===== config.mk =====
export PLATFORM = sky130hd
export DESIGN_NAME = srtf_tick_scheduler_top
export DESIGN_NICKNAME = d
export VERILOG_FILES = /design/src/srtf_pkg.sv /design/src/srtf_job_mem.sv /design/src/srtf_scan.sv /design/src/srtf_tick_scheduler_top.sv
export SDC_FILE = /design/constraint.sdc
export NUM_CORES = 1
export LEC_CHECK = 0
export ABC_AREA = 0
export BUFFER_PORTS_ARGS = -buffer_cell sky130_fd_sc_hd__buf_2
export CAP_MARGIN = 40
export CORE_UTILIZATION = 45
export DETAILED_ROUTE_END_ITERATION = 8
export PLACE_DENSITY = 0.61
export SYNTH_ARGS = -nofsm -noshare
export SYNTH_HDL_FRONTEND = slang
export SYNTH_SLANG_ARGS = --single-unit

===== constraint.sdc =====
create_clock -name i_clk -period 7.3 [get_ports i_clk]
set_input_delay 0 -clock i_clk [delete_from_list [all_inputs] [get_ports i_clk]]
set_output_delay 0 -clock i_clk [all_outputs]
set_load 0.05 [all_outputs]

===== src/srtf_pkg.sv =====
`timescale 1ns / 1ps
// Package for the SRTF tick scheduler: request/result structs, status and
// opcode codes, sequencer states. No dependencies.
package srtf_pkg;

    localparam int MAX_JOBS_DEF = 16;

    localparam logic [15:0] TICK_MAX = 16'hFFFF;

    // Opcodes of a request
    localparam logic OP_ADD  = 1'b0;
    localparam logic OP_TICK = 1'b1;

    // Result status codes
    localparam logic [2:0] ST_IDLE   = 3'd0;
    localparam logic [2:0] ST_RAN    = 3'd1;
    localparam logic [2:0] ST_DONE   = 3'd2;
    localparam logic [2:0] ST_ADDED  = 3'd3;
    localparam logic [2:0] ST_REJECT = 3'd4;

    typedef struct packed {
        logic        opcode;
        logic [15:0] arrival_time;
        logic [11:0] burst_time;
    } t_req;

    typedef struct packed {
        logic [2:0]  status;
        logic [3:0]  job_slot;
        logic [15:0] completion_time;
        logic [15:0] waiting_time;
        logic [15:0] turnaround_time;
    } t_res;

    // One job table entry
    typedef struct packed {
        logic [15:0] arrival;
        logic [11:0] burst;
        logic [11:0] remaining;
    } t_entry;

    typedef enum logic [1:0] {
        S_IDLE,
        S_SCAN,
        S_RESULT
    } t_state;

endpackage


===== src/srtf_job_mem.sv =====
`timescale 1ns / 1ps
// Job table memory: one write port, one registered read port.
// Depends on srtf_pkg (t_entry).
module srtf_job_mem
    import srtf_pkg::*;
#(
    parameter int DEPTH = MAX_JOBS_DEF,
    parameter int AW    = $clog2(DEPTH)
) (
    input  logic          i_clk,
    input  logic          i_we,
    input  logic [AW-1:0] i_waddr,
    input  t_entry        i_wdata,
    input  logic          i_re,
    input  logic [AW-1:0] i_raddr,
    output t_entry        o_rdata
);

    t_entry r_mem [DEPTH];
    t_entry r_rdata;

    // write port
    always_ff @(posedge i_clk) begin
        if (i_we) begin
            r_mem[i_waddr] <= i_wdata;
        end
    end

    // registered read port
    always_ff @(posedge i_clk) begin
        if (i_re) begin
            r_rdata <= r_mem[i_raddr];
        end
    end

    assign o_rdata = r_rdata;

endmodule


===== src/srtf_scan.sv =====
`timescale 1ns / 1ps
// Shared compare unit: folds one table entry per cycle into the running best
// candidate (least remaining, then earlier arrival, then lower slot).
// Depends on srtf_pkg (t_entry).
module srtf_scan
    import srtf_pkg::*;
#(
    parameter int AW = 4
) (
    input  logic          i_clk,
    input  logic          i_rst_n,
    input  logic          i_clear,
    input  logic          i_take,
    input  t_entry        i_entry,
    input  logic [AW-1:0] i_slot,
    input  logic [15:0]   i_tick,
    output logic          o_found,
    output t_entry        o_best,
    output logic [AW-1:0] o_best_slot
);

    logic          r_found;
    t_entry        r_best;
    logic [AW-1:0] r_best_slot;
    logic          eligible;
    logic          better;

    // eligibility and ordering; strict compares keep the lower slot on ties
    always_comb begin
        eligible = (i_entry.arrival <= i_tick) && (i_entry.remaining != 12'd0);
        better   = !r_found
                 || (i_entry.remaining < r_best.remaining)
                 || ((i_entry.remaining == r_best.remaining)
                     && (i_entry.arrival < r_best.arrival));
    end

    // found flag is control state
    always_ff @(posedge i_clk) begin
        if (!i_rst_n) begin
            r_found <= 1'b0;
        end else if (i_clear) begin
            r_found <= 1'b0;
        end else if (i_take && eligible) begin
            r_found <= 1'b1;
        end
    end

    // best candidate payload
    always_ff @(posedge i_clk) begin
        if (i_take && eligible && better) begin
            r_best      <= i_entry;
            r_best_slot <= i_slot;
        end
    end

    assign o_found     = r_found;
    assign o_best      = r_best;
    assign o_best_slot = r_best_slot;

endmodule


===== src/srtf_tick_scheduler_top.sv =====
`timescale 1ns / 1ps
// Top level of the SRTF tick scheduler: sequencer, job count, tick counter,
// output register. Depends on srtf_pkg, srtf_job_mem, srtf_scan.
//
//  channel  | valid        | ready        | payload
//  ---------+--------------+--------------+--------------------
//  request  | i_req_valid  | o_req_ready  | i_req  (t_req)
//  result   | o_res_valid  | i_res_ready  | o_res  (t_res)
//
// An add goes from acceptance through the result step to the output register. A tick
// scans every stored job: the shared compare unit reads one slot per cycle
// through the table's single registered read port.
// Reset is synchronous, active low; it clears the sequencer state, job count, tick counter and result valid.
// A new request is taken while a previous result still waits in the output
// register; a stalled result holds the sequencer in its result step.
module srtf_tick_scheduler_top
    import srtf_pkg::*;
#(
    parameter int MAX_JOBS = MAX_JOBS_DEF
) (
    input  logic i_clk,
    input  logic i_rst_n,
    input  logic i_req_valid,
    output logic o_req_ready,
    input  t_req i_req,
    output logic o_res_valid,
    input  logic i_res_ready,
    output t_res o_res
);

    localparam int AW = $clog2(MAX_JOBS);
    localparam int CW = $clog2(MAX_JOBS + 1);

    t_state        r_state, n_state;
    t_req          r_req;
    logic [CW-1:0] r_idx, n_idx;
    logic          r_rd_vld, n_rd_vld;
    logic [CW-1:0] r_count, n_count;
    logic [15:0]   r_tick, n_tick;
    logic          r_res_valid, n_res_valid;
    t_res          r_res, n_res;

    logic          req_acc;
    logic          out_free;
    logic          issue;
    logic          mem_we;
    logic [AW-1:0] mem_waddr;
    t_entry        mem_wdata;
    t_entry        mem_rdata;
    logic [AW-1:0] rd_slot;
    logic          scan_found;
    t_entry        scan_best;
    logic [AW-1:0] scan_slot;
    logic [11:0]   rem_next;
    logic [15:0]   tick_next;
    logic [15:0]   turn;
    logic          add_ok;

    assign req_acc  = i_req_valid && o_req_ready;
    assign out_free = !r_res_valid || i_res_ready;
    assign issue    = (r_state == S_SCAN) && (r_idx < r_count);

    srtf_job_mem #(
        .DEPTH (MAX_JOBS),
        .AW    (AW)
    ) u_mem (
        .i_clk   (i_clk),
        .i_we    (mem_we),
        .i_waddr (mem_waddr),
        .i_wdata (mem_wdata),
        .i_re    (issue),
        .i_raddr (r_idx[AW-1:0]),
        .o_rdata (mem_rdata)
    );

    srtf_scan #(
        .AW (AW)
    ) u_scan (
        .i_clk       (i_clk),
        .i_rst_n     (i_rst_n),
        .i_clear     (req_acc),
        .i_take      (r_rd_vld),
        .i_entry     (mem_rdata),
        .i_slot      (rd_slot),
        .i_tick      (r_tick),
        .o_found     (scan_found),
        .o_best      (scan_best),
        .o_best_slot (scan_slot)
    );

    // slot of the entry now on the read data bus
    logic [AW-1:0] r_rd_slot;
    always_ff @(posedge i_clk) begin
        if (issue) begin
            r_rd_slot <= r_idx[AW-1:0];
        end
    end
    assign rd_slot = r_rd_slot;

    // next state
    always_comb begin
        n_state = r_state;
        unique case (r_state)
            S_IDLE: begin
                if (req_acc) begin
                    n_state = (i_req.opcode == OP_TICK) ? S_SCAN : S_RESULT;
                end
            end
            S_SCAN: begin
                if (!issue && !r_rd_vld) begin
                    n_state = S_RESULT;
                end
            end
            S_RESULT: begin
                if (out_free) begin
                    n_state = S_IDLE;
                end
            end
            default: n_state = S_IDLE;
        endcase
    end

    // result arithmetic on the chosen job
    always_comb begin
        rem_next  = scan_best.remaining - 12'd1;
        tick_next = (r_tick == TICK_MAX) ? r_tick : r_tick + 16'd1;
        turn      = tick_next - scan_best.arrival;
        add_ok    = (r_req.burst_time != 12'd0) && (r_count != CW'(MAX_JOBS));
    end

    // sequencer outputs and datapath updates
    always_comb begin
        o_req_ready = (r_state == S_IDLE);
        n_idx       = r_idx;
        n_rd_vld    = issue;
        n_count     = r_count;
        n_tick      = r_tick;
        n_res_valid = r_res_valid && !i_res_ready;
        n_res       = r_res;
        mem_we      = 1'b0;
        mem_waddr   = scan_slot;
        mem_wdata   = '{arrival: scan_best.arrival, burst: scan_best.burst,
                        remaining: rem_next};
        unique case (r_state)
            S_IDLE: begin
                n_idx = '0;
            end
            S_SCAN: begin
                if (issue) begin
                    n_idx = r_idx + CW'(1);
                end
            end
            S_RESULT: begin
                if (out_free) begin
                    n_res_valid = 1'b1;
                    n_res       = '0;
                    if (r_req.opcode == OP_ADD) begin
                        if (add_ok) begin
                            mem_we          = 1'b1;
                            mem_waddr       = r_count[AW-1:0];
                            mem_wdata       = '{arrival: r_req.arrival_time,
                                                burst: r_req.burst_time,
                                                remaining: r_req.burst_time};
                            n_count         = r_count + CW'(1);
                            n_res.status    = ST_ADDED;
                            n_res.job_slot  = 4'(r_count);
                        end else begin
                            n_res.status    = ST_REJECT;
                        end
                    end else begin
                        n_tick = tick_next;
                        if (scan_found) begin
                            mem_we         = 1'b1;
                            n_res.job_slot = 4'(scan_slot);
                            if (rem_next == 12'd0) begin
                                n_res.status          = ST_DONE;
                                n_res.completion_time = tick_next;
                                n_res.turnaround_time = turn;
                                n_res.waiting_time    =
                                    (turn >= 16'(scan_best.burst))
                                    ? turn - 16'(scan_best.burst) : 16'd0;
                            end else begin
                                n_res.status = ST_RAN;
                            end
                        end else begin
                            n_res.status = ST_IDLE;
                        end
                    end
                end
            end
            default: ;
        endcase
    end

    // control registers
    always_ff @(posedge i_clk) begin
        if (!i_rst_n) begin
            r_state     <= S_IDLE;
            r_idx       <= '0;
            r_rd_vld    <= 1'b0;
            r_count     <= '0;
            r_tick      <= '0;
            r_res_valid <= 1'b0;
        end else begin
            r_state     <= n_state;
            r_idx       <= n_idx;
            r_rd_vld    <= n_rd_vld;
            r_count     <= n_count;
            r_tick      <= n_tick;
            r_res_valid <= n_res_valid;
        end
    end

    // payload registers
    always_ff @(posedge i_clk) begin
        if (req_acc) begin
            r_req <= i_req;
        end
        r_res <= n_res;
    end

    assign o_res_valid = r_res_valid;
    assign o_res       = r_res;

endmodule


-- Word level (Yosys, flattened, before mapping)
Memories as Yosys holds them, arrays and structs flattened. A register that Yosys moved wholly into a read port is not among the register bits.
Index checks and enable logic that the tools add are counted.
- bits in registers: 163
- bits in writable memories: 640
- output and inout port bits: 57
- memories: 1
- memories (memory ; depth ; width ; read ports ; clocked after Yosys merged registers in ; wr ports ; RTL line ; text):
    u_mem.r_mem ; 16 ; 40 ; 1 ; 1 ; 1 ; srtf_job_mem.sv:19 ; t_entry r_mem [DEPTH];
- add/subtract/negate cells: 6
- magnitude comparators: 5
- equal/unequal tests: 9
- muxes and demuxes: 33
- bitwise logic cells: 2
- reduce and logical (&&, ||, !) cells: 30
- operator list (operator ; count):
    $mux W40 ; 4
    $mux W52 ; 1
    $mux W48 ; 1
    $mux W16 ; 2
    $reduce_bool A12 Y1 ; 2
    $mux W4 ; 5
    $add A16 B1 Y16 const B ; 1
    $eq A16 B16 Y1 const B ; 1
    $ge A16 B12 Y1 ; 1
    $le A16 B16 Y1 ; 1
    $lt A16 B16 Y1 ; 1
    $sub A16 B12 Y16 ; 1
    $sub A16 B16 Y16 ; 1
    $eq A12 B12 Y1 ; 1
    $logic_not A12 Y1 ; 1
    $lt A12 B12 Y1 ; 1
    $mux W2 ; 6
    $sub A12 B1 Y12 const B ; 1
    $add A5 B1 Y5 const B ; 2
    $pmux W5 S2 ; 1
    $logic_and A1 B1 Y1 ; 9
    $mux W1 ; 9
    $reduce_and A3 Y1 ; 3
    $reduce_and A4 Y1 ; 2
    17 further kinds ; 27

-- Longest topological paths before layout
- depth after elaboration: 8
- mapped depth: 24

-- Cells and area by module
A second synthesis with hierarchy kept.
- cell total of the unflattened synthesis: 1968
- area total of the unflattened synthesis: 35031.1 um^2
- modules (own cells, without submodules) (module ; times used ; cells each ; area an instance (um^2)):
    srtf_job_mem ; 1 ; 1040 ; 25532.0
    srtf_tick_scheduler_top ; 1 ; 720 ; 6967.9
    srtf_scan ; 1 ; 208 ; 2531.2

-- Worst setup path after synthesis
No wires, ideal clock.
- kind: register to register
- start point: register r_res_valid (netlist: o_res_valid)
- end point: memory u_mem.r_mem[0][0] (netlist name), enable pin
- library setup time: 438 ps
- data arrival time: 5315 ps
- required time: 6862 ps
- slack: 1547 ps
- stages on the path, launching flop included: 8
- path buffers: 1
- period minus slack after synthesis: 5753 ps
- cell sequence: dfxtp_1 -> nand2b_1 -> and3_1 -> clkbuf_1 -> nand2_1 -> mux2i_1 -> nand3_1 -> nor2_1
- longest elaborated chain between the ends: 6
- elaborated cells between the ends (all ways): 8
- RTL lines (what ; RTL line ; text):
    from (decl) ; srtf_tick_scheduler_top.sv:40 ; logic r_res_valid, n_res_valid;
    from (signal assigned) ; srtf_tick_scheduler_top.sv:210 ; r_res_valid <= n_res_valid;
    $logic_not A1 Y1 (*) ; srtf_tick_scheduler_top.sv:60 ; assign out_free = !r_res_valid || i_res_ready;
    $logic_or A1 B1 Y1 (*) ; srtf_tick_scheduler_top.sv:60 ;
    $mux W1 ; srtf_tick_scheduler_top.sv:154 ; if (out_free) begin
    $mux W1 ; srtf_tick_scheduler_top.sv:144 ; unique case (r_state)
    $mux W1 ; srtf_job_mem.sv:24 ; if (i_we) begin
    $mux W1 (implied by the code) ; srtf_job_mem.sv:25 ; r_mem[i_waddr] <= i_wdata;
    to (decl) ; srtf_job_mem.sv:19 ;
Every way passes the cells marked *; elsewhere a longest branch is shown, timed or not.

-- Final worst setup path
- start point: register r_tick[3]
- end point: register r_res (netlist bit o_res[25]), data pin
- longest elaborated chain between the ends: 5
- elaborated cells between the ends (all ways): 7
- RTL lines (what ; RTL line ; text):
    from (decl) ; srtf_tick_scheduler_top.sv:39 ; logic [15:0] r_tick, n_tick;
    from (signal assigned) ; srtf_tick_scheduler_top.sv:209 ; r_tick <= n_tick;
    $add A16 B1 Y16 or $eq A16 B16 Y1 (tied branches) ; srtf_tick_scheduler_top.sv:126 ; tick_next = (r_tick == TICK_MAX) ? r_tick : r_tick + 16'd1;
    $mux W16 (*) ; srtf_tick_scheduler_top.sv:126 ;
    $sub A16 B16 Y16 (*) ; srtf_tick_scheduler_top.sv:127 ; turn = tick_next - scan_best.arrival;
    named net turn[10] ; srtf_tick_scheduler_top.sv:56 ; logic [15:0] turn;
    $ge A16 B12 Y1 (*) ; srtf_tick_scheduler_top.sv:180 ; (turn >= 16'(scan_best.burst))
    $reduce_and A4 Y1 (no line) (*) ; n/a ;
    to (signal assigned) ; srtf_tick_scheduler_top.sv:219 ; r_res <= n_res;
    to (decl) ; srtf_tick_scheduler_top.sv:41 ; t_res r_res, n_res;
The timed path passes the listed nets; every way through them passes the cells marked *.
A chain may end at the register's enable or synchronous reset.

==> flow_metrics.tcl <==
set metrics [dict create \
    h-tree-depth 3 \
    synth_area_sq_um 34300 \
    post_cts_buffers 0 \
    holdCritPathClass "input pin to flip-flop" \
    hold_path_depth 2 \
    antenna_found_initial 1 \
    required_ns 7.68 \
    fin_crit_sh_pct 70.3 \
    synthXorXnorAreaFrac_pct 1.55 \
    die_w_microns 278 \
    synth_seq_area_share_pct 72.9 \
    cap_violations 0 \
    grt_max_degree 89 \
    critical_path_class "flip-flop to flip-flop" \
    cts.path.max_buffers 3 \
    cpPeakStageDelay_ns 0.56 \
    layout_setup_ws_ns 2.17 \
    relSlewSlack_pct 39.8 \
    cts_made_buffers 88 \
    vias_per_cell 5.81 \
    arrival_ns 5.51 \
    powerDensity_nw_per_um2 257 \
    fin_skew_ns 0.0322 \
    slowest_stage "or3_1" \
    rsz0062_at_grt "no" \
    syn_nets 1938 \
    insertedDiodeCount 0 \
    area_delta_synth_final_pct 16.2 \
    grtUsageTotal_pct 21.7 \
    drt-pass1-iter-count 5 \
    fmax_mhz 195 \
    switching_share_pct 21.1 \
    synth.area.top_cells "edfxtp_1, mux4_2, ha_1" \
    drive_above_1_share_pct 25.6 \
    gp_congestion 0.899 \
    rr_endpoint "o_res[25]$_SDFFCE_PN0P_" \
    p_int_mw 8.08 \
    worst_pin_slew_ns 0.894 \
    start_util_pct 45.8 \
    seqPwrFrac_pct 52.8 \
    cts.sinks 843 \
    wl_microns 82500 \
    nets 2169 \
    pwr-share-clk_pct 43.3 \
    ys_warn_count 0 \
    status "finished clean" \
    synth_top_cell_by_area "edfxtp_1" \
    first_global_vias 18507 \
    place_hpwl_microns 51800 \
    hp-start "i_req[12]" \
    core_area_sq_um 74900 \
    grt.overflow.total 0 \
    async_flop_share_pct 0 \
    setup_violations 0 \
    n_fill_cell 5802 \
    startpoint_type "flip-flop" \
    synth_compound_area_share_pct 3.31 \
    tns_ns 0 \
    end_kind "flip-flop" \
    slew_viol_final 0 \
    pwr-share-comb_pct 4.0 \
    rr_startpoint "r_tick[3]$_SDFFE_PN0P_" \
    crit_path_max_fanout 16 \
    hold_viol 0 \
    portBuffers 89 \
    p_leak_nw 13.1 \
    synth_top_family_by_area "multiplexers" \
    cts_resized 0 \
    cts.reportedPaths.clkPinSlew_ns 0.06 \
    routedWlPerCell_microns 26.6 \
    synthSimpleGateAreaFrac_pct 4.28 \
    synth-main-ff-cell "edfxtp_1" \
    vias 17969 \
    ctsHoldBuffers 32 \
    layout_min_cycle_time_ns 5.13 \
    cts_tree "built" \
    drc 0 \
    avgSynthCellArea_sq_um 18.8 \
    switchingPower_mw 2.16 \
    ys_ff_latch 843 \
    row_count 100 \
    power.total_mw 10.2 \
    muxShareOfSynthArea_pct 13.3 \
    crit_chain "and4_1 > nand4_2 > or3_1 > xnor2_1 > ha_1 > fa_1 > nand2b_1 > a21oi_1 > o2111ai_1 > nand2_1 > xor2_1 > ha_1 > nand2_1 > nor2_1 > a211oi_1 > o2111a_1 > a31o_4 > nor3_1" \
    yosysUniqueCellTypes 63 \
    netlist_instances 1823 \
    antenna_left 0 \
    fin_util_pct 53.2 \
    reg2reg_slack_ns 2.17 \
    first_iter_violations 1818 \
    worstHoldEndpoint "r_req[12]$_DFFE_PP_" \
    dieHeight_microns 278 \
    yosysTopAreaCellShare_pct 71.1 \
    cts_root_buf "clkbuf_16" \
    grt_pass1_wl_microns 122000 \
    ff2ff_path_depth 18 \
    ir_worst_vdd_mv 0.196 \
    num_io_pins 90 \
    dieArea_sq_um 77300 \
    synth_fa_ha_area_share_pct 3.03 \
    pre_cts_ws_ns 2.26 \
    worstSkewPairLatency_ns 0.65 \
    synth_edf_count 812 \
]
## synth_stat cells (all sizes together), types with 12 or more instances
master,count
dfxtp,31
buf,18
nand2,79
edfxtp,812
a21oi,47
nor3,18
mux4,200
nand4,17
and3,29
a21o,14
o21ai,64
nor2b,13
nand2b,12
clkbuf,51
xnor2,55
inv,78
nand3,13
nor2,90
ha,80
## cells in the final DEF, fill, tap and decap left out, types with 32 or more instances in the layout
cell type | netlist | routed
xnor2_1 | 54 | 54
ha_1 | 80 | 80
dlygate4sd3_1 | 0 | 32
mux4_2 | 200 | 200
inv_1 | 78 | 78
buf_4 | 1 | 75
o21ai_0 | 64 | 64
edfxtp_1 | 812 | 812
buf_2 | 2 | 94
a21oi_1 | 47 | 47
nor2_1 | 90 | 74
nand2_1 | 79 | 79
clkbuf_16 | 0 | 89
## cells by family after synthesis
family	Yosys count
DFF	843
and+or+nand+nor	303
muxes	204
AOI/OAI and AO/OA	183
buffers and inverters	148
adders and majority gates	82
xor gates and xnor gates	60
## routing by layer
layer,vias to the layer above,share of wire (%),track usage [%]
met3,112,7.0,3.25
met2,693,48,35.3
met5,-,0,0
met1,9372,43,30.9
met4,0,1.7,4.97
li1,7792,-,-
## layout make-up
cell class                      count  area [sq um]  area share [%]
Clock buffer                       96          2250            5.65
Sequential cell                   843         25000            62.8
Multi-Input combinational cell    832          8870            22.3
Clock inverter                     65           621            1.56
Inverter                           79           297           0.744
Tap cell                          969          1210            3.04
Timing Repair Buffer              210          1590            3.98
## worst max path at each step
stage,slack (ns),start,cells past startpoint,endpoint
floorplan,1.55,o_res_valid$_SDFF_PN0_,7,u_mem.r_mem[0][0]$_DFFE_PP_
global placement,2.46,r_tick[3]$_SDFFE_PN0P_,18,o_res[20]$_SDFFCE_PN0P_
detailed placement,2.26,r_tick[0]$_SDFFE_PN0P_,19,o_res[22]$_SDFFCE_PN0P_
CTS,2.25,r_tick[0]$_SDFFE_PN0P_,19,o_res[22]$_SDFFCE_PN0P_
global route,1.84,r_tick[3]$_SDFFE_PN0P_,18,o_res[25]$_SDFFCE_PN0P_
finish,2.17,r_tick[3]$_SDFFE_PN0P_,18,o_res[25]$_SDFFCE_PN0P_
## through the flow
stage          instance area [sq um]  std cells  hold slack [ns]
6_report                       39900       3094           0.0779
5_1_grt                        39900       3094           0.0723
4_1_cts                        39900       3094           0.0501
3_5_place_dp                   36700       2901            0.179
3_3_place_gp                   36400       2883            0.178
2_1_floorplan                  34300       1823           0.0989
## worst max-delay path: cells and delay by family, from the launching register on
kind / cells / cell delay [ns]
DFF: 1 / 0.45
AOI/OAI and AO/OA: 5 / 1.32
and+or+nand+nor: 8 / 1.56
xor gates and xnor gates: 2 / 0.51
adders and majority gates: 3 / 1.02
## sequential cells by signal (all words and copies together) (netlist names)
register,flops
o_res,55
o_res_valid,1
r_count,5
r_idx,5
r_rd_slot,4
r_rd_vld,1
r_req,29
r_state,2
r_tick,16
u_mem.o_rdata,40
u_mem.r_mem,640
u_scan.o_best,40
u_scan.o_best_slot,4
u_scan.o_found,1
## power by group through the flow
stage	clock network [mW]	logic [mW]	registers (mW)
after floorplan	0	0.178	5.56
after global placement	0	0.379	5.50
after detailed placement	0	0.398	5.50
after CTS	4.51	0.412	5.40
after global routing	4.68	0.440	5.40
final	4.43	0.409	5.40
(Power assumes the default switching activity.)
